$ cat src/hw/rtl/exif_orientation_extractor_macros.svh
// Assertion macros shared by the RTL of the Exif orientation extractor.
`ifndef EXIF_ORIENTATION_EXTRACTOR_MACROS_SVH
`define EXIF_ORIENTATION_EXTRACTOR_MACROS_SVH

`ifndef NO_ASSERTIONS

`define EOE_ASSERT_SAME(name, ante, cons) \
    name: assert property (@(posedge aclk) disable iff (!aresetn) (ante) |-> (cons)) \
        else $error("exif_orientation_extractor: same-cycle check failed");

`define EOE_ASSERT_NEXT(name, ante, cons) \
    name: assert property (@(posedge aclk) disable iff (!aresetn) (ante) |=> (cons)) \
        else $error("exif_orientation_extractor: next-cycle check failed");

`else

`define EOE_ASSERT_SAME(name, ante, cons)

`define EOE_ASSERT_NEXT(name, ante, cons)

`endif

`endif

$ cat src/hw/rtl/exif_pkg.sv
package exif_pkg;

    localparam int POS_W = 17;

    localparam logic [7:0] APP1_CODE = 8'hE1;
    localparam logic [7:0] II_BYTE = 8'h49;
    localparam logic [7:0] MM_BYTE = 8'h4D;
    localparam logic [7:0] TIFF_MAGIC = 8'h2A;
    localparam logic [15:0] ORIENT_TAG = 16'h0112;
    localparam logic [15:0] SHORT_TYPE = 16'd3;
    localparam logic [3:0] ENTRY_LAST = 4'd11;
    localparam logic [POS_W-1:0] MIN_SEG_LEN = 17'd32;
    localparam logic [POS_W-1:0] POS_MAX = 17'h1FFFF;
    localparam logic [POS_W-1:0] IDENT_LEN = 17'd6;
    localparam logic [15:0] ORIENT_MAX = 16'd8;

    function automatic logic [7:0] exif_ident_byte(input logic [2:0] idx);
        logic [7:0] val;
        unique case (idx)
            3'd0: val = 8'h45;
            3'd1: val = 8'h78;
            3'd2: val = 8'h69;
            3'd3: val = 8'h66;
            default: val = 8'h00;
        endcase
        return val;
    endfunction

    function automatic logic [15:0] rd16(input logic big_endian, input logic [7:0] a,
                                         input logic [7:0] b);
        return big_endian ? {a, b} : {b, a};
    endfunction

    function automatic logic [31:0] rd32(input logic big_endian, input logic [7:0] a,
                                         input logic [7:0] b, input logic [7:0] c,
                                         input logic [7:0] d);
        return big_endian ? {a, b, c, d} : {d, c, b, a};
    endfunction

endpackage

$ cat src/hw/rtl/exif_orientation_extractor.sv
// Exif orientation extractor.
// Input channel s_*: one payload byte of a JPEG marker segment per word, the
// marker code of the segment in s_tuser and s_tlast on the final byte.
// Output channel m_*: exactly one word per segment, sent for its last byte,
// carrying found and the orientation value (0 when not found or above 8).
// Throughput: one byte per cycle while s_tready is high; every byte is
// handled by one pass of parser logic between the parser registers and the
// two-entry output stage, where the result word is registered.
// When the receiver stalls, a second result parks in a skid register and
// s_tready stays high until that register fills; s_tready then drops until
// the receiver takes a word.
// Reset (aresetn low, synchronous) empties the output stage and returns the
// parser to the start of a segment; the parser also returns there after
// every last byte. No clearing pass is needed after reset.
`include "exif_orientation_extractor_macros.svh"

module exif_orientation_extractor #(
    parameter int SEARCH_WINDOW = 16
) (
    input  logic       aclk,
    input  logic       aresetn,
    input  logic       s_tvalid,
    output logic       s_tready,
    input  logic [7:0] s_tdata,   // [7:0] data_byte
    input  logic [7:0] s_tuser,   // [7:0] marker_code
    input  logic       s_tlast,   // last_byte
    output logic       m_tvalid,
    input  logic       m_tready,
    output logic [7:0] m_tdata    // [0] found, [4:1] orientation, [7:5] zero
);

    localparam int TW = $clog2(SEARCH_WINDOW);
    localparam logic [exif_pkg::POS_W-1:0] SEARCH_END = 17'(SEARCH_WINDOW + 2);

    typedef enum logic [1:0] {
        ST_PENDING,
        ST_FAIL,
        ST_HIT
    } status_t;

    logic [exif_pkg::POS_W-1:0] pos_reg, pos_next;
    logic [TW-1:0]   tpos_reg, tpos_next;
    logic            be_reg, be_next;
    logic            ifd_armed_reg, ifd_armed_next;
    logic            cnt_loaded_reg, cnt_loaded_next;
    logic [31:0]     ifd_start_reg, ifd_start_next;
    logic [15:0]     tag_total_reg, tag_total_next;
    logic [15:0]     tags_scanned_reg, tags_scanned_next;
    logic [3:0]      entry_idx_reg, entry_idx_next;
    status_t         status_reg, status_next;
    logic [3:0]      held_reg, held_next;
    logic [7:0]      win_reg [11];
    logic [7:0]      win_next [11];
    logic [32:0]     ifd_end_reg;

    logic            m_valid_reg, m_valid_next;
    logic            out_found_reg, out_found_next;
    logic [3:0]      out_orient_reg, out_orient_next;
    logic            skid_valid_reg, skid_valid_next;
    logic            skid_found_reg, skid_found_next;
    logic [3:0]      skid_orient_reg, skid_orient_next;

    logic            accept;
    logic            push;
    logic            pop;
    logic            res_found;
    logic [3:0]      res_orient;

    logic [exif_pkg::POS_W-1:0] offset_end;
    logic [31:0]     offset_val;
    logic [32:0]     ifd_sum;
    logic [15:0]     replay_pair;
    logic [15:0]     live_count;
    logic [15:0]     ent_tag;
    logic [15:0]     ent_type;
    logic [31:0]     ent_count;
    logic [15:0]     ent_value;
    logic [17:0]     seg_len;
    logic            ii_hit;
    logic            mm_hit;

    assign accept = s_tvalid && s_tready;
    assign push = accept && s_tlast;
    assign pop = m_valid_reg && m_tready;
    assign s_tready = !skid_valid_reg;
    assign m_tvalid = m_valid_reg;
    assign m_tdata = {3'b000, out_orient_reg, out_found_reg};

    assign offset_end = exif_pkg::POS_W'(tpos_reg) + 17'd7;
    assign offset_val = exif_pkg::rd32(be_reg, win_reg[2], win_reg[1], win_reg[0], s_tdata);
    assign ifd_sum = 33'(tpos_reg) + {1'b0, offset_val};
    assign live_count = exif_pkg::rd16(be_reg, win_reg[0], s_tdata);
    assign ent_tag = exif_pkg::rd16(be_reg, win_reg[10], win_reg[9]);
    assign ent_type = exif_pkg::rd16(be_reg, win_reg[8], win_reg[7]);
    assign ent_count = exif_pkg::rd32(be_reg, win_reg[6], win_reg[5], win_reg[4], win_reg[3]);
    assign ent_value = exif_pkg::rd16(be_reg, win_reg[2], win_reg[1]);
    assign seg_len = {1'b0, pos_reg} + 18'd1;

    assign ii_hit = win_reg[2] == exif_pkg::II_BYTE && win_reg[1] == exif_pkg::II_BYTE
                 && win_reg[0] == exif_pkg::TIFF_MAGIC && s_tdata == 8'h00;
    assign mm_hit = win_reg[2] == exif_pkg::MM_BYTE && win_reg[1] == exif_pkg::MM_BYTE
                 && win_reg[0] == 8'h00 && s_tdata == exif_pkg::TIFF_MAGIC;

    always_comb begin
        unique case (offset_val[2:0])
            3'd0: replay_pair = exif_pkg::rd16(be_reg, win_reg[6], win_reg[5]);
            3'd1: replay_pair = exif_pkg::rd16(be_reg, win_reg[5], win_reg[4]);
            3'd2: replay_pair = exif_pkg::rd16(be_reg, win_reg[4], win_reg[3]);
            3'd3: replay_pair = exif_pkg::rd16(be_reg, win_reg[3], win_reg[2]);
            3'd4: replay_pair = exif_pkg::rd16(be_reg, win_reg[2], win_reg[1]);
            3'd5: replay_pair = exif_pkg::rd16(be_reg, win_reg[1], win_reg[0]);
            default: replay_pair = exif_pkg::rd16(be_reg, win_reg[0], s_tdata);
        endcase
    end

    always_comb begin
        pos_next = pos_reg;
        tpos_next = tpos_reg;
        be_next = be_reg;
        ifd_armed_next = ifd_armed_reg;
        cnt_loaded_next = cnt_loaded_reg;
        ifd_start_next = ifd_start_reg;
        tag_total_next = tag_total_reg;
        tags_scanned_next = tags_scanned_reg;
        entry_idx_next = entry_idx_reg;
        status_next = status_reg;
        held_next = held_reg;
        win_next = win_reg;
        res_found = 1'b0;
        res_orient = 4'd0;

        if (accept) begin
            win_next[0] = s_tdata;
            for (int i = 1; i < 11; i++) begin
                win_next[i] = win_reg[i-1];
            end

            if (pos_reg >= exif_pkg::POS_MAX) begin
                status_next = ST_FAIL;
            end else begin
                pos_next = pos_reg + 17'd1;
                if (s_tuser != exif_pkg::APP1_CODE) begin
                    status_next = ST_FAIL;
                end else if (status_reg == ST_PENDING) begin
                    if (pos_reg < exif_pkg::IDENT_LEN
                        && s_tdata != exif_pkg::exif_ident_byte(pos_reg[2:0])) begin
                        status_next = ST_FAIL;
                    end else if (tpos_reg == '0) begin
                        if (pos_reg >= 17'd4) begin
                            if (ii_hit) begin
                                be_next = 1'b0;
                                tpos_next = TW'(pos_reg - 17'd3);
                            end else if (mm_hit) begin
                                be_next = 1'b1;
                                tpos_next = TW'(pos_reg - 17'd3);
                            end else if (pos_reg >= SEARCH_END) begin
                                status_next = ST_FAIL;
                            end
                        end
                    end else if (!ifd_armed_reg) begin
                        if (pos_reg == offset_end) begin
                            if (ifd_sum[32]) begin
                                status_next = ST_FAIL;
                            end else begin
                                ifd_start_next = ifd_sum[31:0];
                                ifd_armed_next = 1'b1;
                                if (offset_val < 32'd7) begin
                                    cnt_loaded_next = 1'b1;
                                    tag_total_next = replay_pair;
                                    tags_scanned_next = '0;
                                    entry_idx_next = 4'd6 - {1'b0, offset_val[2:0]};
                                    if (replay_pair == '0) begin
                                        status_next = ST_FAIL;
                                    end
                                end
                            end
                        end
                    end else if (!cnt_loaded_reg) begin
                        if (33'(pos_reg) == {1'b0, ifd_start_reg} + 33'd1) begin
                            cnt_loaded_next = 1'b1;
                            tag_total_next = live_count;
                            tags_scanned_next = '0;
                            entry_idx_next = '0;
                            if (live_count == '0) begin
                                status_next = ST_FAIL;
                            end
                        end
                    end else if (entry_idx_reg == exif_pkg::ENTRY_LAST) begin
                        entry_idx_next = '0;
                        if (ent_tag == exif_pkg::ORIENT_TAG) begin
                            if (ent_type == exif_pkg::SHORT_TYPE && ent_count == 32'd1) begin
                                held_next = (ent_value <= exif_pkg::ORIENT_MAX)
                                          ? ent_value[3:0] : 4'd0;
                                status_next = ST_HIT;
                            end else begin
                                status_next = ST_FAIL;
                            end
                        end else begin
                            tags_scanned_next = tags_scanned_reg + 16'd1;
                            if ({1'b0, tags_scanned_reg} + 17'd1 >= {1'b0, tag_total_reg}) begin
                                status_next = ST_FAIL;
                            end
                        end
                    end else begin
                        entry_idx_next = entry_idx_reg + 4'd1;
                    end
                end
            end

            if (s_tlast) begin
                res_found = status_next == ST_HIT && pos_reg >= exif_pkg::MIN_SEG_LEN - 17'd1
                         && ifd_end_reg <= 33'(seg_len);
                res_orient = res_found ? held_next : 4'd0;
                pos_next = '0;
                tpos_next = '0;
                be_next = 1'b0;
                ifd_armed_next = 1'b0;
                cnt_loaded_next = 1'b0;
                ifd_start_next = '0;
                tag_total_next = '0;
                tags_scanned_next = '0;
                entry_idx_next = '0;
                status_next = ST_PENDING;
                held_next = '0;
            end
        end
    end

    always_comb begin
        m_valid_next = m_valid_reg;
        out_found_next = out_found_reg;
        out_orient_next = out_orient_reg;
        skid_valid_next = skid_valid_reg;
        skid_found_next = skid_found_reg;
        skid_orient_next = skid_orient_reg;
        if (pop) begin
            if (skid_valid_reg) begin
                out_found_next = skid_found_reg;
                out_orient_next = skid_orient_reg;
                skid_valid_next = 1'b0;
            end else if (push) begin
                out_found_next = res_found;
                out_orient_next = res_orient;
            end else begin
                m_valid_next = 1'b0;
            end
        end else if (push) begin
            if (!m_valid_reg) begin
                m_valid_next = 1'b1;
                out_found_next = res_found;
                out_orient_next = res_orient;
            end else begin
                skid_valid_next = 1'b1;
                skid_found_next = res_found;
                skid_orient_next = res_orient;
            end
        end
    end

    always_ff @(posedge aclk) begin
        win_reg <= win_next;
        ifd_start_reg <= ifd_start_next;
        held_reg <= held_next;
        out_found_reg <= out_found_next;
        out_orient_reg <= out_orient_next;
        skid_found_reg <= skid_found_next;
        skid_orient_reg <= skid_orient_next;
        ifd_end_reg <= {1'b0, ifd_start_reg} + 33'd2 + 33'({tag_total_reg, 3'b000})
                     + 33'({tag_total_reg, 2'b00});
        if (!aresetn) begin
            pos_reg <= '0;
            tpos_reg <= '0;
            be_reg <= 1'b0;
            ifd_armed_reg <= 1'b0;
            cnt_loaded_reg <= 1'b0;
            tag_total_reg <= '0;
            tags_scanned_reg <= '0;
            entry_idx_reg <= '0;
            status_reg <= ST_PENDING;
            m_valid_reg <= 1'b0;
            skid_valid_reg <= 1'b0;
        end else begin
            pos_reg <= pos_next;
            tpos_reg <= tpos_next;
            be_reg <= be_next;
            ifd_armed_reg <= ifd_armed_next;
            cnt_loaded_reg <= cnt_loaded_next;
            tag_total_reg <= tag_total_next;
            tags_scanned_reg <= tags_scanned_next;
            entry_idx_reg <= entry_idx_next;
            status_reg <= status_next;
            m_valid_reg <= m_valid_next;
            skid_valid_reg <= skid_valid_next;
        end
    end

    `EOE_ASSERT_SAME(a_skid_behind_main, skid_valid_reg, m_valid_reg)
    `EOE_ASSERT_NEXT(a_push_gives_word, push, m_valid_reg)
    `EOE_ASSERT_SAME(a_hit_needs_count, status_reg == ST_HIT, cnt_loaded_reg)
    `EOE_ASSERT_SAME(a_count_needs_ifd, cnt_loaded_reg, ifd_armed_reg && tpos_reg != '0)

endmodule
$ cat config.mk
export PLATFORM = sky130hd
export DESIGN_NAME = exif_orientation_extractor
export DESIGN_NICKNAME = d
export VERILOG_FILES = /design/src/hw/rtl/exif_pkg.sv /design/src/hw/rtl/exif_orientation_extractor.sv
export VERILOG_INCLUDE_DIRS = /design/src /design/src/hw/rtl
export SDC_FILE = /design/constraint.sdc
export NUM_CORES = 1
export LEC_CHECK = 0
export BUFFER_PORTS_ARGS = -buffer_cell sky130_fd_sc_hd__clkbuf_2
export CELL_PAD_IN_SITES_DETAIL_PLACEMENT = 1
export CELL_PAD_IN_SITES_GLOBAL_PLACEMENT = 1
export CORE_MARGIN = 1.5
export CORE_UTILIZATION = 51
export CTS_BUF_LIST = sky130_fd_sc_hd__clkbuf_4 sky130_fd_sc_hd__clkbuf_8
export CTS_CLUSTER_SIZE = 8
export DETAILED_ROUTE_END_ITERATION = 8
export PLACE_DENSITY = 0.93
export SKIP_CTS_REPAIR_TIMING = 1
export SYNTH_ARGS = -nofsm -noshare
export SYNTH_HDL_FRONTEND = slang
export SYNTH_SLANG_ARGS = --single-unit
$ cat constraint.sdc
create_clock -name aclk -period 7.1 [get_ports aclk]
set_clock_uncertainty 0.15 [all_clocks]
set_input_delay 1.42 -clock aclk [delete_from_list [all_inputs] [get_ports aclk]]
set_output_delay 1.42 -clock aclk [all_outputs]
set_load 0.01 [all_outputs]
==> key figures <==
Clocking
  – Clock slew at reported path FFs: 0.06 ns
  – Clk sinks: 231
  – Skew-Pair Late Insertion Delay: 0.60 ns
  – Clk root buf: clkbuf_8
  – CTS H-tree depth: 2
  – Num CTS Buffers: 44
  – Clock Tree Buf Depth: 3
  – CTS tree: yes

Drt
  – DR vias/cell: 6.99
  – Top metal layer carrying routed signals: met4
  – Final WL: 62400 um
  – Residual DRC: 0
  – Met3 WL: 6000 um
  – Via count: 16600
  – Met1 Wirelength: 24400 um
  – DRT iter0 DRCs: 1583
  – Routed Antenna Nets: 0
  – DRT Pass-1 Iters: 7
  – Per-cell routed wire length: 26.3 um
  – Routed wl met2: 28500 um

GRT
  – Pin count of the biggest net entering global routing: 72
  – Grt ovf: 0
  – First-pass GRT wire length: 97800 um
  – Vias in the first global route: 17000
  – GRT Overall Usage: 36.6%
  – Initial antenna violation count: 0

Critical path
  – Crit-path max cell delay: 0.69 ns
  – Register-to-Register Path Depth: 15
  – CP Max Fanout: 14
  – CP required: 7.34 ns
  – Crit path DAT: 6.01 ns
  – Crit path capture type: flip-flop
  – Crit-path cells: ha_1, and3_1, and3_1, nand3_1, nor3_1, nand3_1, xor2_1, ha_1, nand4_1, nor2_1, nand3_1, or4_1, o2111ai_1, o2111ai_1, o21ai_0
  – Critical path launch point type: flip-flop
  – Crit path kind: flip-flop to flip-flop
  – Critical path's most frequent cell: nand3_1
  – CP max-delay cell: dfxtp_1

Finish
  – Finished Layout Cells: 2374
  – Number of flip-flops under the largest register name: 88
  – Post-route cell area: 0.0182 sq mm
  – ANT cells: 0
  – Layout Utilization: 55.4%
  – Commonest cells after routing, fill and taps aside: nand2_1, nor2_1, edfxtp_1
  – Fillers: 3910
  – Final #Nets: 2013
  – Area grow syn2layout: 6.12%
  – Most common cell after layout, fill and taps aside: nand2_1
  – Share of post-route cells with drive strength above 1: 9.01%

Placed design
  – Placed Instance Area: 0.0173 sq mm
  – DP HPWL: 44100 um
  – Routability congestion estimate: 1.02
  – Placed Cells: 2297
  – Port bufs: 27

Pwr
  – Flop pwr share: 45.9%
  – Internal power: 2.45 mW
  – Logic pwr share: 17.1%
  – Sw Ratio: 31.9%
  – Total power: 3.60 mW
  – Max VDD drop: 0.153 mV
  – Pleak: 6.50 nW
  – Power per Cell Area: 198 mW/mm^2
  – Clock Power Share: 37.0%
  – Sw Pwr: 1.15 mW

Outcome
  – Status: finished, final reports clean

Floorplanning
  – I/O pins: 31
  – Die X: 186 um
  – Initial Util: 52.2%
  – Vert. Die Dim: 186 um
  – Die area: 0.0347 sq mm
  – Row Count: 66
  – Placeable core area: 0.0328 sq mm

Min path
  – Hold path cells: 0
  – HP Class: flip-flop to flip-flop

Synthesis
  – YS warnings: 0
  – Fraction of registers with async set/reset: 0%
  – Cell Area, Synth: 0.0171 sq mm
  – Sequential area share after synthesis: 34.9%
  – Mapped Cells: 1946
  – Register bit total from synthesis: 231
  – Distinct cells, synth: 100
  – Syn avg cell area: 8.79 sq um
  – EDFF count, synth: 134
  – Main synth FF type: edfxtp_1

STA
  – Max Clk Rate: 173 MHz
  – Rel. slew slack: 8.58%
  – Period utilization: 81.3%
  – Worst Max-Slew Pin Slew: 1.36 ns
  – Final setup fails: 0
  – Final TNS setup: 0 ns
  – Fin. max-slew vios: 0
  – Post-layout minimum cycle time: 5.77 ns
  – Final Hold Viols: 0
  – RSZ-0062 raised after global routing: false

Flow run
  – # Max-Cap Violations: 0
[critical path, delay by kind of cell, from the launching register on]
| kind | cells | cell delay (ns) |
|---|---|---|
| AND/OR/NAND/NOR | 9 | 2.70 |
| AO/OA/AOI/OAI | 3 | 1.18 |
| flip-flops | 1 | 0.69 |
| adder cells (fa/ha/maj) | 2 | 0.61 |
| XOR/XNOR | 1 | 0.22 |
[cell type report]
| type | count | area, sq um | share of cell area (%) |
|---|---|---|---|
| Multi-Input combinational cell | 1518 | 10300 | 56.5 |
| Sequential cell | 231 | 5970 | 32.9 |
| Clock buffer | 60 | 751 | 4.13 |
| Tap cell | 442 | 553 | 3.05 |
| Timing Repair Buffer | 50 | 308 | 1.70 |
| Inverter | 56 | 213 | 1.17 |
| Clock inverter | 17 | 101 | 0.558 |
[cells in the mapped netlist (all sizes together), types with 56 or more instances]
master  count  area (sq um)
clkbuf     87           328
edfxtp    134          4020
dfxtp      97          1940
xnor2      71           622
a21oi     115           576
nor2      170           648
buf        56           355
nor3       67           345
mux2i      68           681
ha         74           926
nand3      82           410
o21ai      70           350
nand2     177           664
[logic make-up (layout without fill, tap and decap cells)]
kind of cell	count (synthesis)	in the layout	synth area share (%)
simple gates	788	788	24.2
mux	82	82	4.90
flops	231	231	34.9
other cells	1	3	0.0219
buf+inv	199	183	5.22
xor+xnor	111	111	5.68
fa+ha+maj	91	91	7.40
compound gates	443	443	17.7
[final timing paths]
check | startpoint | to | slack [ns]
hold / removal | win_reg[22] | win_reg[14] | 0.31
setup / recovery | pos_reg[1] | out_orient_reg[0] | 1.33
hold reg to reg | win_reg[22] | win_reg[14] | 0.31
setup reg to reg | pos_reg[1] | out_orient_reg[0] | 1.33
[per-layer routing]
layer,track usage (%),vias to the layer above
met5,0,-
met1,46.6,8191
met4,20.1,0
met3,7.85,254
li1,-,7184
met2,58.1,965
[per-stage QoR]
stage | hold slack [ns] | setup slack, ns
after floorplan | 0.271 | 1.29
after global placement | 0.281 | 2.11
after detailed placement | 0.291 | 1.69
after CTS | 0.312 | 1.53
after global routing | 0.326 | 1.10
final | 0.310 | 1.33
[power by group through the flow]
stage	logic [mW]	registers [mW]	clock network, mW
3_5_place_dp	0.589	1.67	0
5_1_grt	0.667	1.66	1.39
3_3_place_gp	0.559	1.66	0
6_report	0.617	1.65	1.33
2_1_floorplan	0.456	1.58	0
4_1_cts	0.600	1.64	1.34
No activity file was read; power rests on OpenSTA's default activity.
